<file path="config.mk">
export PLATFORM = sky130hd
export DESIGN_NAME = cook_timer_thermostat
export DESIGN_NICKNAME = d
export VERILOG_FILES = /design/src/rtl/ctt_pkg.sv /design/src/rtl/ctt_ctrl.sv /design/src/rtl/ctt_split.sv /design/src/rtl/cook_timer_thermostat.sv
export SDC_FILE = /design/constraint.sdc
export NUM_CORES = 1
export LEC_CHECK = 0
export ABC_AREA = 1
export BUFFER_PORTS_ARGS = -buffer_cell sky130_fd_sc_hd__buf_2
export CORE_ASPECT_RATIO = 1.25
export CORE_MARGIN = 1.5
export CORE_UTILIZATION = 60
export DETAILED_ROUTE_END_ITERATION = 16
export GPL_TIMING_DRIVEN = 0
export PLACE_DENSITY = 0.79
export SKIP_LAST_GASP = 1
export SLEW_MARGIN = 20
export SYNTH_ARGS = -nofsm -noshare
export SYNTH_HDL_FRONTEND = slang
export SYNTH_SLANG_ARGS = --single-unit
</file>
<file path="constraint.sdc">
create_clock -name clk -period 4.75 [get_ports clk]
set_clock_uncertainty 0.15 [all_clocks]
set_input_delay 0.475 -clock clk [delete_from_list [all_inputs] [get_ports clk]]
set_output_delay 0.475 -clock clk [all_outputs]
set_load 0.01 [all_outputs]
</file>
<file path="src/rtl/ctt_pkg.sv">
// Shared types, codes and constants of the cooking timer / thermostat.
package ctt_pkg;

  // Action codes carried in the input item
  typedef enum logic [2:0] {
    ACT_TICK  = 3'd0,
    ACT_MODE  = 3'd1,
    ACT_START = 3'd2,
    ACT_STOP  = 3'd3,
    ACT_INC   = 3'd4,
    ACT_DEC   = 3'd5,
    ACT_CLEAR = 3'd6,
    ACT_TEMP  = 3'd7
  } ctt_action_t;

  // Configuration register indexes
  localparam int unsigned CFG_IDX_W = 1;
  localparam logic [CFG_IDX_W-1:0] CFG_MAX_TIME = 1'd0;
  localparam logic [CFG_IDX_W-1:0] CFG_BAND     = 1'd1;
  localparam int unsigned CFG_DATA_W = 16;

  localparam logic [15:0] MAX_TIME_RST = 16'd36000;
  localparam logic [9:0]  BAND_RST     = 10'd10;

  // Step modes
  localparam logic [2:0] MODE_SEC   = 3'd0;
  localparam logic [2:0] MODE_10SEC = 3'd1;
  localparam logic [2:0] MODE_MIN   = 3'd2;
  localparam logic [2:0] MODE_10MIN = 3'd3;
  localparam logic [2:0] MODE_HOUR  = 3'd4;

  // Reciprocals for the h:m:s split.
  // seconds / 60 : (x * 69906) >> 22, exact for x < 2^16
  localparam logic [16:0] RCP_DIV60_16 = 17'd69906;
  localparam int unsigned SH_DIV60_16  = 22;
  // minutes / 60 : (t * 1093) >> 16, exact for t <= 1092
  localparam logic [10:0] RCP_DIV60_11 = 11'd1093;
  localparam int unsigned SH_DIV60_11  = 16;
  localparam logic [5:0]  SEC_PER_MIN  = 6'd60;

  typedef struct packed {
    logic [2:0]  action;
    logic [13:0] temperature;
    logic [10:0] setpoint;
  } ctt_in_t;

  typedef struct packed {
    logic [4:0] hours_left;
    logic [5:0] minutes_left;
    logic [5:0] seconds_left;
    logic [2:0] step_mode_out;
    logic       cooking_on;
    logic       heater_on;
    logic       buzzer_start;
  } ctt_out_t;

  // Timer snapshot after one action, before the h:m:s split
  typedef struct packed {
    logic [15:0] secs;
    logic [2:0]  mode;
    logic        cooking;
    logic        heater;
    logic        buzz;
  } ctt_snap_t;

  function automatic logic [11:0] ctt_step_size(input logic [2:0] mode);
    logic [11:0] step;
    case (mode)
      MODE_SEC:   step = 12'd1;
      MODE_10SEC: step = 12'd10;
      MODE_MIN:   step = 12'd60;
      MODE_10MIN: step = 12'd600;
      MODE_HOUR:  step = 12'd3600;
      default:    step = 12'd0;
    endcase
    return step;
  endfunction

endpackage

</file>
<file path="src/rtl/ctt_ctrl.sv">
// Input register and timer/thermostat state update.
module ctt_ctrl import ctt_pkg::*; (
  input  logic        clk,
  input  logic        rst_n,
  input  logic        in_valid,
  output logic        in_stall,
  input  ctt_in_t     in_data,
  input  logic [15:0] max_time,
  input  logic [9:0]  band,
  output logic        snap_valid,
  input  logic        snap_ready,
  output ctt_snap_t   snap
);

  logic        s0_v_r;
  ctt_in_t     in_r;
  logic        s1_v_r;
  ctt_snap_t   snap_r;

  logic [15:0] rem_r, rem_nxt;
  logic [2:0]  mode_r, mode_nxt;
  logic        cook_r, cook_nxt;
  logic        heat_r, heat_nxt;
  logic        buzz;

  logic        rdy_s0, rdy_s1, adv;
  logic [11:0] step;
  logic [16:0] inc_sum;
  logic [14:0] temp_lo;
  logic [11:0] sp_hi;

  assign rdy_s1   = !s1_v_r || snap_ready;
  assign rdy_s0   = !s0_v_r || rdy_s1;
  assign in_stall = !rdy_s0;
  assign adv      = s0_v_r && rdy_s1;

  assign step    = ctt_step_size(mode_r);
  assign inc_sum = {1'b0, rem_r} + 17'(step);
  assign temp_lo = {1'b0, in_r.temperature} + 15'(band);
  assign sp_hi   = {1'b0, in_r.setpoint} + 12'(band);

  always_comb begin
    rem_nxt  = rem_r;
    mode_nxt = mode_r;
    cook_nxt = cook_r;
    heat_nxt = heat_r;
    buzz     = 1'b0;
    case (ctt_action_t'(in_r.action))
      ACT_TICK: begin
        if (cook_r && rem_r != 16'd0) begin
          rem_nxt = rem_r - 16'd1;
          if (rem_r == 16'd1) begin
            cook_nxt = 1'b0;
            heat_nxt = 1'b0;
            buzz     = 1'b1;
          end
        end
      end
      ACT_MODE:  mode_nxt = (mode_r < MODE_HOUR) ? mode_r + 3'd1 : MODE_SEC;
      ACT_START: if (rem_r != 16'd0) cook_nxt = 1'b1;
      ACT_STOP: begin
        cook_nxt = 1'b0;
        heat_nxt = 1'b0;
      end
      ACT_INC: begin
        // also pulls a time above a lowered limit back down
        rem_nxt = (inc_sum > {1'b0, max_time}) ? max_time : inc_sum[15:0];
      end
      ACT_DEC: rem_nxt = (rem_r > 16'(step)) ? rem_r - 16'(step) : 16'd0;
      ACT_CLEAR: begin
        cook_nxt = 1'b0;
        heat_nxt = 1'b0;
        rem_nxt  = 16'd0;
      end
      ACT_TEMP: begin
        if (cook_r) begin
          if (temp_lo < {4'd0, in_r.setpoint}) heat_nxt = 1'b1;
          else if (in_r.temperature > {2'd0, sp_hi}) heat_nxt = 1'b0;
        end
      end
      default: ;
    endcase
  end

  always_ff @(posedge clk) begin
    if (!rst_n) begin
      s0_v_r <= 1'b0;
      s1_v_r <= 1'b0;
      rem_r  <= 16'd0;
      mode_r <= MODE_SEC;
      cook_r <= 1'b0;
      heat_r <= 1'b0;
    end else begin
      if (rdy_s0) s0_v_r <= in_valid;
      if (rdy_s1) s1_v_r <= s0_v_r;
      if (adv) begin
        rem_r  <= rem_nxt;
        mode_r <= mode_nxt;
        cook_r <= cook_nxt;
        heat_r <= heat_nxt;
      end
    end
  end

  always_ff @(posedge clk) begin
    if (in_valid && rdy_s0) in_r <= in_data;
    if (adv) begin
      snap_r.secs    <= rem_nxt;
      snap_r.mode    <= mode_nxt;
      snap_r.cooking <= cook_nxt;
      snap_r.heater  <= heat_nxt;
      snap_r.buzz    <= buzz;
    end
  end

  assign snap_valid = s1_v_r;
  assign snap       = snap_r;

  // heater only runs during a countdown
  a_heat_needs_cook: assert property (@(posedge clk) disable iff (!rst_n)
    heat_r |-> cook_r)
    else $error("heater on while not cooking");

  a_mode_range: assert property (@(posedge clk) disable iff (!rst_n)
    mode_r <= MODE_HOUR)
    else $error("step mode out of range");

  a_clear: assert property (@(posedge clk) disable iff (!rst_n)
    (adv && in_r.action == ACT_CLEAR) |=> (rem_r == 16'd0 && !cook_r && !heat_r))
    else $error("clear left timer state behind");

  a_buzz_end: assert property (@(posedge clk) disable iff (!rst_n)
    (s1_v_r && snap_r.buzz) |-> (snap_r.secs == 16'd0 && !snap_r.cooking))
    else $error("buzzer without countdown end");

endmodule

</file>
<file path="src/rtl/ctt_split.sv">
// Three-stage split of remaining seconds into h:m:s; the last stage is the output register.
module ctt_split import ctt_pkg::*; (
  input  logic      clk,
  input  logic      rst_n,
  input  logic      snap_valid,
  output logic      snap_ready,
  input  ctt_snap_t snap,
  output logic      out_valid,
  input  logic      out_stall,
  output ctt_out_t  out_data
);

  // stage 2: total minutes
  logic        s2_v_r;
  ctt_snap_t   s2_snap_r;
  logic [10:0] s2_tm_r;
  // stage 3: hours and seconds
  logic        s3_v_r;
  ctt_snap_t   s3_snap_r;
  logic [10:0] s3_tm_r;
  logic [4:0]  s3_h_r;
  logic [5:0]  s3_s_r;
  // output
  logic        out_v_r;
  ctt_out_t    out_r;

  logic        rdy_out, rdy_s3, rdy_s2;
  logic [32:0] tm_prod;
  logic [21:0] h_prod;
  logic [15:0] sec_diff;
  logic [10:0] min_diff;

  assign rdy_out    = !out_v_r || !out_stall;
  assign rdy_s3     = !s3_v_r || rdy_out;
  assign rdy_s2     = !s2_v_r || rdy_s3;
  assign snap_ready = rdy_s2;

  assign tm_prod  = 33'(snap.secs) * 33'(RCP_DIV60_16);
  assign h_prod   = 22'(s2_tm_r) * 22'(RCP_DIV60_11);
  assign sec_diff = s2_snap_r.secs - 16'(s2_tm_r) * 16'(SEC_PER_MIN);
  assign min_diff = s3_tm_r - 11'(s3_h_r) * 11'(SEC_PER_MIN);

  always_ff @(posedge clk) begin
    if (!rst_n) begin
      s2_v_r  <= 1'b0;
      s3_v_r  <= 1'b0;
      out_v_r <= 1'b0;
    end else begin
      if (rdy_s2)  s2_v_r  <= snap_valid;
      if (rdy_s3)  s3_v_r  <= s2_v_r;
      if (rdy_out) out_v_r <= s3_v_r;
    end
  end

  always_ff @(posedge clk) begin
    if (snap_valid && rdy_s2) begin
      s2_snap_r <= snap;
      s2_tm_r   <= tm_prod[SH_DIV60_16 +: 11];
    end
    if (s2_v_r && rdy_s3) begin
      s3_snap_r <= s2_snap_r;
      s3_tm_r   <= s2_tm_r;
      s3_h_r    <= h_prod[SH_DIV60_11 +: 5];
      s3_s_r    <= sec_diff[5:0];
    end
    if (s3_v_r && rdy_out) begin
      out_r.hours_left    <= s3_h_r;
      out_r.minutes_left  <= min_diff[5:0];
      out_r.seconds_left  <= s3_s_r;
      out_r.step_mode_out <= s3_snap_r.mode;
      out_r.cooking_on    <= s3_snap_r.cooking;
      out_r.heater_on     <= s3_snap_r.heater;
      out_r.buzzer_start  <= s3_snap_r.buzz;
    end
  end

  assign out_valid = out_v_r;
  assign out_data  = out_r;

  a_hms_range: assert property (@(posedge clk) disable iff (!rst_n)
    out_v_r |-> (out_r.minutes_left < SEC_PER_MIN && out_r.seconds_left < SEC_PER_MIN))
    else $error("minutes or seconds out of range");

endmodule

</file>
<file path="src/rtl/cook_timer_thermostat.sv">
// Top level of the cooking timer with heater thermostat.
// Usage:
//   Input channel in_valid/in_stall/in_data carries one action per transfer
//   (tick, mode, start, stop, increment, decrement, clear, temperature sample).
//   Every transfer yields exactly one result on out_valid/out_stall/out_data:
//   remaining time as h:m:s, step mode, cooking/heater flags and buzzer pulse.
//   Throughput: one item per cycle while out_stall is low; each action
//   updates the timer state, and the h:m:s split runs in three following
//   pipeline stages.
//   When out_stall is high the pipeline fills up; in_stall rises only once
//   every stage holds an item, so bubbles are squeezed out first.
//   cfg_we/cfg_index/cfg_wdata write max_time (index 0) and band (index 1);
//   write them only while no item is in flight.
//   Reset (rst_n low, synchronous) empties the pipeline, clears the time,
//   step mode, cooking and heater flags, and loads max_time 36000 and band 10.
module cook_timer_thermostat import ctt_pkg::*; (
  input  logic                 clk,
  input  logic                 rst_n,
  input  logic                 in_valid,
  output logic                 in_stall,
  input  ctt_in_t              in_data,
  output logic                 out_valid,
  input  logic                 out_stall,
  output ctt_out_t             out_data,
  input  logic                 cfg_we,
  input  logic [CFG_IDX_W-1:0] cfg_index,
  input  logic [CFG_DATA_W-1:0] cfg_wdata
);

  logic [15:0] max_time_r;
  logic [9:0]  band_r;
  logic        snap_valid, snap_ready;
  ctt_snap_t   snap;

  always_ff @(posedge clk) begin
    if (!rst_n) begin
      max_time_r <= MAX_TIME_RST;
      band_r     <= BAND_RST;
    end else if (cfg_we) begin
      case (cfg_index)
        CFG_MAX_TIME: max_time_r <= cfg_wdata[15:0];
        CFG_BAND:     band_r     <= cfg_wdata[9:0];
        default: ;
      endcase
    end
  end

  ctt_ctrl u_ctrl (
    .clk        (clk),
    .rst_n      (rst_n),
    .in_valid   (in_valid),
    .in_stall   (in_stall),
    .in_data    (in_data),
    .max_time   (max_time_r),
    .band       (band_r),
    .snap_valid (snap_valid),
    .snap_ready (snap_ready),
    .snap       (snap)
  );

  ctt_split u_split (
    .clk        (clk),
    .rst_n      (rst_n),
    .snap_valid (snap_valid),
    .snap_ready (snap_ready),
    .snap       (snap),
    .out_valid  (out_valid),
    .out_stall  (out_stall),
    .out_data   (out_data)
  );

endmodule
</file>
## Word-level counts from Yosys, hierarchy flattened

Index checks and enable logic that the tools add are counted.

- Flip-flop bits (word level): 171
- Bits of input ports: 50
- Output and inout port bits: 25
- Logic and storage cells: 112

- Bitwise logic cells: 1
- Magnitude comparators: 5
- Equality and inequality tests: 12
- Reduce and logical (&&, ||, !) cells: 25
- $add $sub $neg: 8
- Multipliers: 4
- Mux-type cells: 18

Operators with widths:

| operator | count |
|---|---|
| $pmux 16 s4 | 1 |
| $pmux 12 s5 | 1 |
| $mux 16 | 3 |
| $mul 16x16->32 const B | 1 |
| $mul 11x11->21 const B | 1 |
| $add 16x12->17 | 1 |
| $gt 17x16->1 | 1 |
| $eq 16x1->1 const B | 1 |
| $gt 16x12->1 | 1 |
| $reduce_bool 16->1 | 1 |
| $sub 16x1->16 const B | 1 |
| $sub 16x12->16 | 1 |
| $add 14x10->15 | 1 |
| $eq 3x3->1 const B | 5 |
| $lt 15x11->1 | 1 |
| $gt 14x12->1 | 1 |
| $add 11x10->12 | 1 |
| $eq 3x2->1 const B | 4 |
| $sub 6x6->6 | 2 |
| $mul 11x4->4 const B | 1 |
| $mux 1 | 9 |
| $logic_not 1->1 | 7 |
| $eq 3x1->1 const B | 2 |
| $logic_and 1x1->1 | 6 |
| other kinds (10) | 19 |

## Logic depth before layout (Yosys ltp)

- Word-level depth: 7
- Depth in mapped cells: 34
- Mapped depth without buffers: 32

## Modules after synthesis

Synthesis repeated with hierarchy kept, for this count alone.

- Cells, all modules: 1929
- Area total of the unflattened synthesis: 15459.8 um^2

By module, submodules not included:

| module | instances | area each (um^2) | cells each |
|---|---|---|---|
| ctt_ctrl | 1 | 7526.0 | 1033 |
| ctt_split | 1 | 6924.1 | 756 |
| cook_timer_thermostat | 1 | 1009.7 | 140 |

## Least setup slack after synthesis

Ideal clock, no wire load.

- Path type: reg2reg
- Start: reg u_ctrl.snap_r (netlist bit u_ctrl.snap[11])
- End: reg u_split.s2_tm_r[5], data pin
- Arrival time: 3576 ps
- Period minus slack after synthesis: 3985 ps
- Stages on the path, launching flop included: 17
- Buffers on the path: 0
- Data required time: 4341 ps
- Slack: 765 ps
- Path through: edfxtp_1 ha_1 inv_1 fa_1 fa_1 inv_1 ha_1 ha_1 ha_1 nand2_1 a21oi_1 nor2_1 o21ai_0 a21boi_0 o21ai_0 nand2_1 nand2_1

- Longest elaborated chain between the ends: 1

Ends and longest elaborated chain:

| what | line | RTL |
|---|---|---|
| from (decl) | ctt_ctrl.sv:18 | `ctt_snap_t snap_r;` |
| $mul 16x16->32 | ctt_split.sv:38 | `assign tm_prod = 33'(snap.secs) * 33'(RCP_DIV60_16);` |
| named net u_split.tm_prod[27] | ctt_split.sv:28 | `logic [32:0] tm_prod;` |
| to (signal assigned) | ctt_split.sv:58 | `s2_tm_r <= tm_prod[SH_DIV60_16 +: 11];` |
| to (decl) | ctt_split.sv:16 | `logic [10:0] s2_tm_r;` |

The timed path passes the listed nets, and every way through them passes these cells.
A chain may end at the register's enable or synchronous reset.

## Worst setup path after layout

- Start: reg u_ctrl.snap_r (netlist bit u_ctrl.snap[11])
- End: reg u_split.s2_tm_r[10], data pin

The elaborated chain is that of the path after synthesis.

==> Flow_metrics.wiki <==
{| class="wikitable"
! Metric !! Value
|-
| Top cell by count, worst path || sky130_fd_sc_hd__ha_1
|-
| I/O pin total || 75
|-
| Setup CP Type || reg2reg
|-
| Root Driver || sky130_fd_sc_hd__clkbuf_16
|-
| FFs w/ async S/R, synth || 0
|-
| Crit-path max cell delay || 0.53 ns
|-
| Fmax || 222 MHz
|-
| Wire length of the first global-routing pass || 55500 um
|-
| Slew at the pin with the worst max-slew slack || 1.00 ns
|-
| Syn Inst Count || 1704
|-
| Reg-to-Reg End || u_split.s2_tm_r[10]
|-
| Pins over their slew limit || 0
|-
| Sum of net half-perimeters after detailed placement || 28000 um
|-
| Kind of path behind the tightest hold check || in2reg
|-
| Seq/Total Area, Yosys || 0.323
|-
| Worst Setup Start Kind || register
|-
| Hold WS || 0.0599 ns
|-
| Effective utilization at floorplan || 0.615
|-
| Mean Syn Cell Area || 8.38 sq um
|-
| Overall overflow remaining after global route || 0
|-
| Area of the mapped netlist || 14300 sq um
|-
| Critical path required time || 4.78 ns
|-
| Max-slew headroom at the worst pin || 0.328
|-
| Final routed DRC violation total || 0
|-
| Net count, final || 2131
|-
| Total via count in the routed design || 11700
|-
| Maximum number of pins on one net before global-route repair || 32
|-
| Fin crit share || 0.950
|-
| Number of flops mapped to enable cells by yosys || 119
|-
| Slack of the critical path || 0.235 ns
|-
| Routed wire length || 33900 um
|-
| Number of global-route vias before repair || 11600
|-
| Via-per-instance ratio || 5.55
|-
| Num CTS Buffers || 17
|-
| Path depth of the worst reg2reg path || 14
|-
| Count of endpoints failing setup in the final report || 0
|-
| Critical R2R Launch || u_ctrl.snap[11]
|-
| Biggest fanout along the worst timing path || 4
|-
| Cell breakdown of the critical path || ha_1 > inv_1 > fa_1 > fa_1 > inv_1 > ha_1 > ha_1 > ha_1 > a21oi_1 > o21ai_0 > a21oi_1 > nand3_1 > a21oi_1 > xnor2_1
|-
| Clock tree from TritonCTS || done
|-
| Final weighted congestion of routability-driven global placement || 0.965
|-
| Initial DRC Count || 753
|-
| Num rows || 62
|-
| WL per Instance || 16.1 um
|-
| Routed Antenna Nets || 0
|-
| Share of layout cells above drive strength 1 || 0.105
|-
| Beginning of the worst hold path || in_data[13]
|-
| Input/output buffers || 73
|-
| Run status || complete, no violations
|-
| Arrival @ worst endpoint || 4.55 ns
|-
| Hold endpoint || u_ctrl.in_r[13]
|-
| Post-CTS Hold Buffers || 0
|-
| Clock latency reported for the late side of the worst-skew pair || 0.44 ns
|-
| Post-synthesis to final-layout area growth || 10.2%
|-
| Antenna diodes || 0
|-
| Antenna violations before repair || 0
|-
| Setup TNS || 0 ns
|-
| Post-CTS clock slew at the launch and capture registers of the worst setup and hold paths || 0.07 ns
|-
| P per Cell Area || 340 nW/um^2
|-
| Worst path slowest cell || sky130_fd_sc_hd__fa_1
|-
| Total chip power || 5.35 mW
|-
| Bufs and invs on worst path || 2
|-
| Worst setup timing slack at the placement stage || -0.166 ns
|-
| Number of failing hold endpoints at the final stage || 0
|-
| Number of max-cap violations || 0
|-
| #FFs+latches synth || 171
|-
| Maximum count of clock buffers along a single path || 2
|-
| Worst IR Drop VDD || 0.000266 V
|-
| Die height || 175 um
|-
| Family with the most delay on the worst path || adder cells
|-
| Endpoint kind of the worst setup timing path || register
|-
| Number of iterations in the first detailed-routing pass || 6
|-
| Leakage power of the design || 7.95 nW
|-
| H-tree Lvls || 4
|-
| Clock period minus worst slack || 4.51 ns
|-
| Cells on Worst Hold Path || 1
|-
| Die width || 141 um
|-
| Warnings, synthesis || 0
|-
| GRT Overall Usage || 0.286
|-
| Count of clock tree sinks || 171
|-
| Minimum setup slack among reg-to-reg paths || 0.24 ns
|-
| Main flop type after synthesis || sky130_fd_sc_hd__edfxtp_1
|-
| Core Region || 23200 sq um
|-
| Synth Net Count || 2034
|-
| Library cells used by synthesis || 47
|-
| Die area || 24700 sq um
|}
cells by family after synthesis:
kind of cell    share of synthesized area
fa+ha+maj                           0.262
compound gates                      0.107
flops                               0.323
simple gates                        0.179
buf+inv                            0.0878
xor+xnor                           0.0411
where the power goes:
group	leakage (nW)	internal (mW)	switching, mW
clock network	0.259	0.672	0.598
logic	6.15	0.869	1.41
registers	1.54	1.72	0.0793
state kept, by name, summed over array words and instances, names as in the netlist, 3 cells and up:
name / cells
u_ctrl.snap: 22
max_time_r: 16
u_split.s3_snap_r: 6
u_split.s3_tm_r: 6
u_ctrl.rem_r: 16
u_split.s3_s_r: 6
band_r: 10
u_split.s3_h_r: 5
u_ctrl.mode_r: 3
u_split.out_data: 23
u_ctrl.in_r: 28
u_split.s2_snap_r: 12
u_split.s2_tm_r: 11
layout make-up:
type	instances	area, sq um
plain buffers	32	193
clock buffers	19	433
clock inverters	13	93.8
fillers	1942	7460
inverters	283	1060
multi-input cells	1218	8550
flip-flops and latches	171	4620
well taps	288	360
repair buffers	78	427
worst reg2reg max path: stages, from the launching register on:
cell,delay (ns)
sky130_fd_sc_hd__edfxtp_1,0.52
sky130_fd_sc_hd__ha_1,0.34
sky130_fd_sc_hd__inv_1,0.14
sky130_fd_sc_hd__fa_1,0.51
sky130_fd_sc_hd__fa_1,0.53
sky130_fd_sc_hd__inv_1,0.04
sky130_fd_sc_hd__ha_1,0.29
sky130_fd_sc_hd__ha_1,0.31
sky130_fd_sc_hd__ha_1,0.34
sky130_fd_sc_hd__a21oi_1,0.19
sky130_fd_sc_hd__o21ai_0,0.09
sky130_fd_sc_hd__a21oi_1,0.18
sky130_fd_sc_hd__nand3_1,0.25
sky130_fd_sc_hd__a21oi_1,0.28
sky130_fd_sc_hd__xnor2_1,0.10
cell usage in the layout, fill, tap and decap left out, types with 7 or more instances in the layout:
| cell | n |
|---|---|
| sky130_fd_sc_hd__a21o_1 | 7 |
| sky130_fd_sc_hd__a21oi_1 | 136 |
| sky130_fd_sc_hd__buf_2 | 79 |
| sky130_fd_sc_hd__buf_4 | 8 |
| sky130_fd_sc_hd__buf_6 | 7 |
| sky130_fd_sc_hd__clkbuf_1 | 16 |
| sky130_fd_sc_hd__clkbuf_16 | 17 |
| sky130_fd_sc_hd__dfxtp_1 | 50 |
| sky130_fd_sc_hd__edfxtp_1 | 119 |
| sky130_fd_sc_hd__fa_1 | 30 |
| sky130_fd_sc_hd__ha_1 | 245 |
| sky130_fd_sc_hd__inv_1 | 267 |
| sky130_fd_sc_hd__inv_2 | 11 |
| sky130_fd_sc_hd__nand2_1 | 288 |
| sky130_fd_sc_hd__nand2_2 | 7 |
| sky130_fd_sc_hd__nand3_1 | 103 |
| sky130_fd_sc_hd__nand4_1 | 16 |
| sky130_fd_sc_hd__nor2_1 | 116 |
| sky130_fd_sc_hd__nor2_2 | 8 |
| sky130_fd_sc_hd__nor3_1 | 22 |
| sky130_fd_sc_hd__o211ai_1 | 13 |
| sky130_fd_sc_hd__o21ai_0 | 88 |
| sky130_fd_sc_hd__o21ai_1 | 7 |
| sky130_fd_sc_hd__or2_2 | 7 |
| sky130_fd_sc_hd__xnor2_1 | 20 |
| sky130_fd_sc_hd__xor2_1 | 43 |
per-stage QoR:
step           cells  utilization  instance area [sq um]
2_1_floorplan   1704            -                  14300
3_3_place_gp    2065        0.647                  15000
3_5_place_dp    2067        0.649                  15100
4_1_cts         2099        0.673                  15600
5_1_grt         2102        0.678                  15700
6_report        2102        0.678                  15700
synth_stat cells, types with 5 or more instances:
library cell               instances  area share
sky130_fd_sc_hd__nand4_1          16      0.0070
sky130_fd_sc_hd__inv_1           272       0.072
sky130_fd_sc_hd__nand2_1         292       0.077
sky130_fd_sc_hd__nor3_1           23      0.0081
sky130_fd_sc_hd__clkbuf_1         15      0.0039
sky130_fd_sc_hd__inv_2             7      0.0018
sky130_fd_sc_hd__buf_2             7      0.0025
sky130_fd_sc_hd__nand3_1         104       0.036
sky130_fd_sc_hd__dfxtp_1          52       0.073
sky130_fd_sc_hd__xor2_1           47       0.029
sky130_fd_sc_hd__a21o_1            7      0.0037
sky130_fd_sc_hd__edfxtp_1        119        0.25
sky130_fd_sc_hd__or2_2             7      0.0031
sky130_fd_sc_hd__a21oi_1         137       0.048
sky130_fd_sc_hd__o211ai_1         13      0.0068
sky130_fd_sc_hd__o21a_1            6      0.0032
sky130_fd_sc_hd__buf_6             6      0.0047
sky130_fd_sc_hd__xnor2_1          20       0.012
sky130_fd_sc_hd__nor2_1          124       0.033
sky130_fd_sc_hd__o21ai_1           7      0.0025
sky130_fd_sc_hd__nand3_2           5      0.0035
sky130_fd_sc_hd__fa_1             31       0.043
sky130_fd_sc_hd__ha_1            249        0.22
sky130_fd_sc_hd__o21ai_0          88       0.031
per-layer routing:
layer / GRT usage / part of all wire / vias to the layer above
li1: - / - / 5900
met1: 0.322 / 0.40 / 5354
met2: 0.526 / 0.52 / 321
met3: 0.0420 / 0.040 / 89
met4: 0.142 / 0.044 / 0
met5: 0 / 0 / -
worst max-delay path by stage:
stage	startpoint	to	slack (ns)	depth (start not counted)
global route	u_ctrl.mode_r[0]	u_ctrl.snap[7]	-0.01	31
global placement	u_ctrl.mode_r[0]	u_ctrl.snap[14]	-0.15	30
floorplan	u_ctrl.snap[11]	u_split.s2_tm_r[5]	0.77	16
finish	u_ctrl.snap[11]	u_split.s2_tm_r[10]	0.24	14
CTS	u_ctrl.mode_r[0]	u_ctrl.snap[13]	0.004	32
detailed placement	u_ctrl.mode_r[0]	u_ctrl.snap[14]	-0.17	30
repair_timing:
action | in CTS | in global routing
pin swaps | 0 | 4
resized for setup | 11 | 27
setup buffers | 0 | 3
setup endpoints to repair | 23 | 35
No activity file was read; power rests on OpenSTA's default activity.
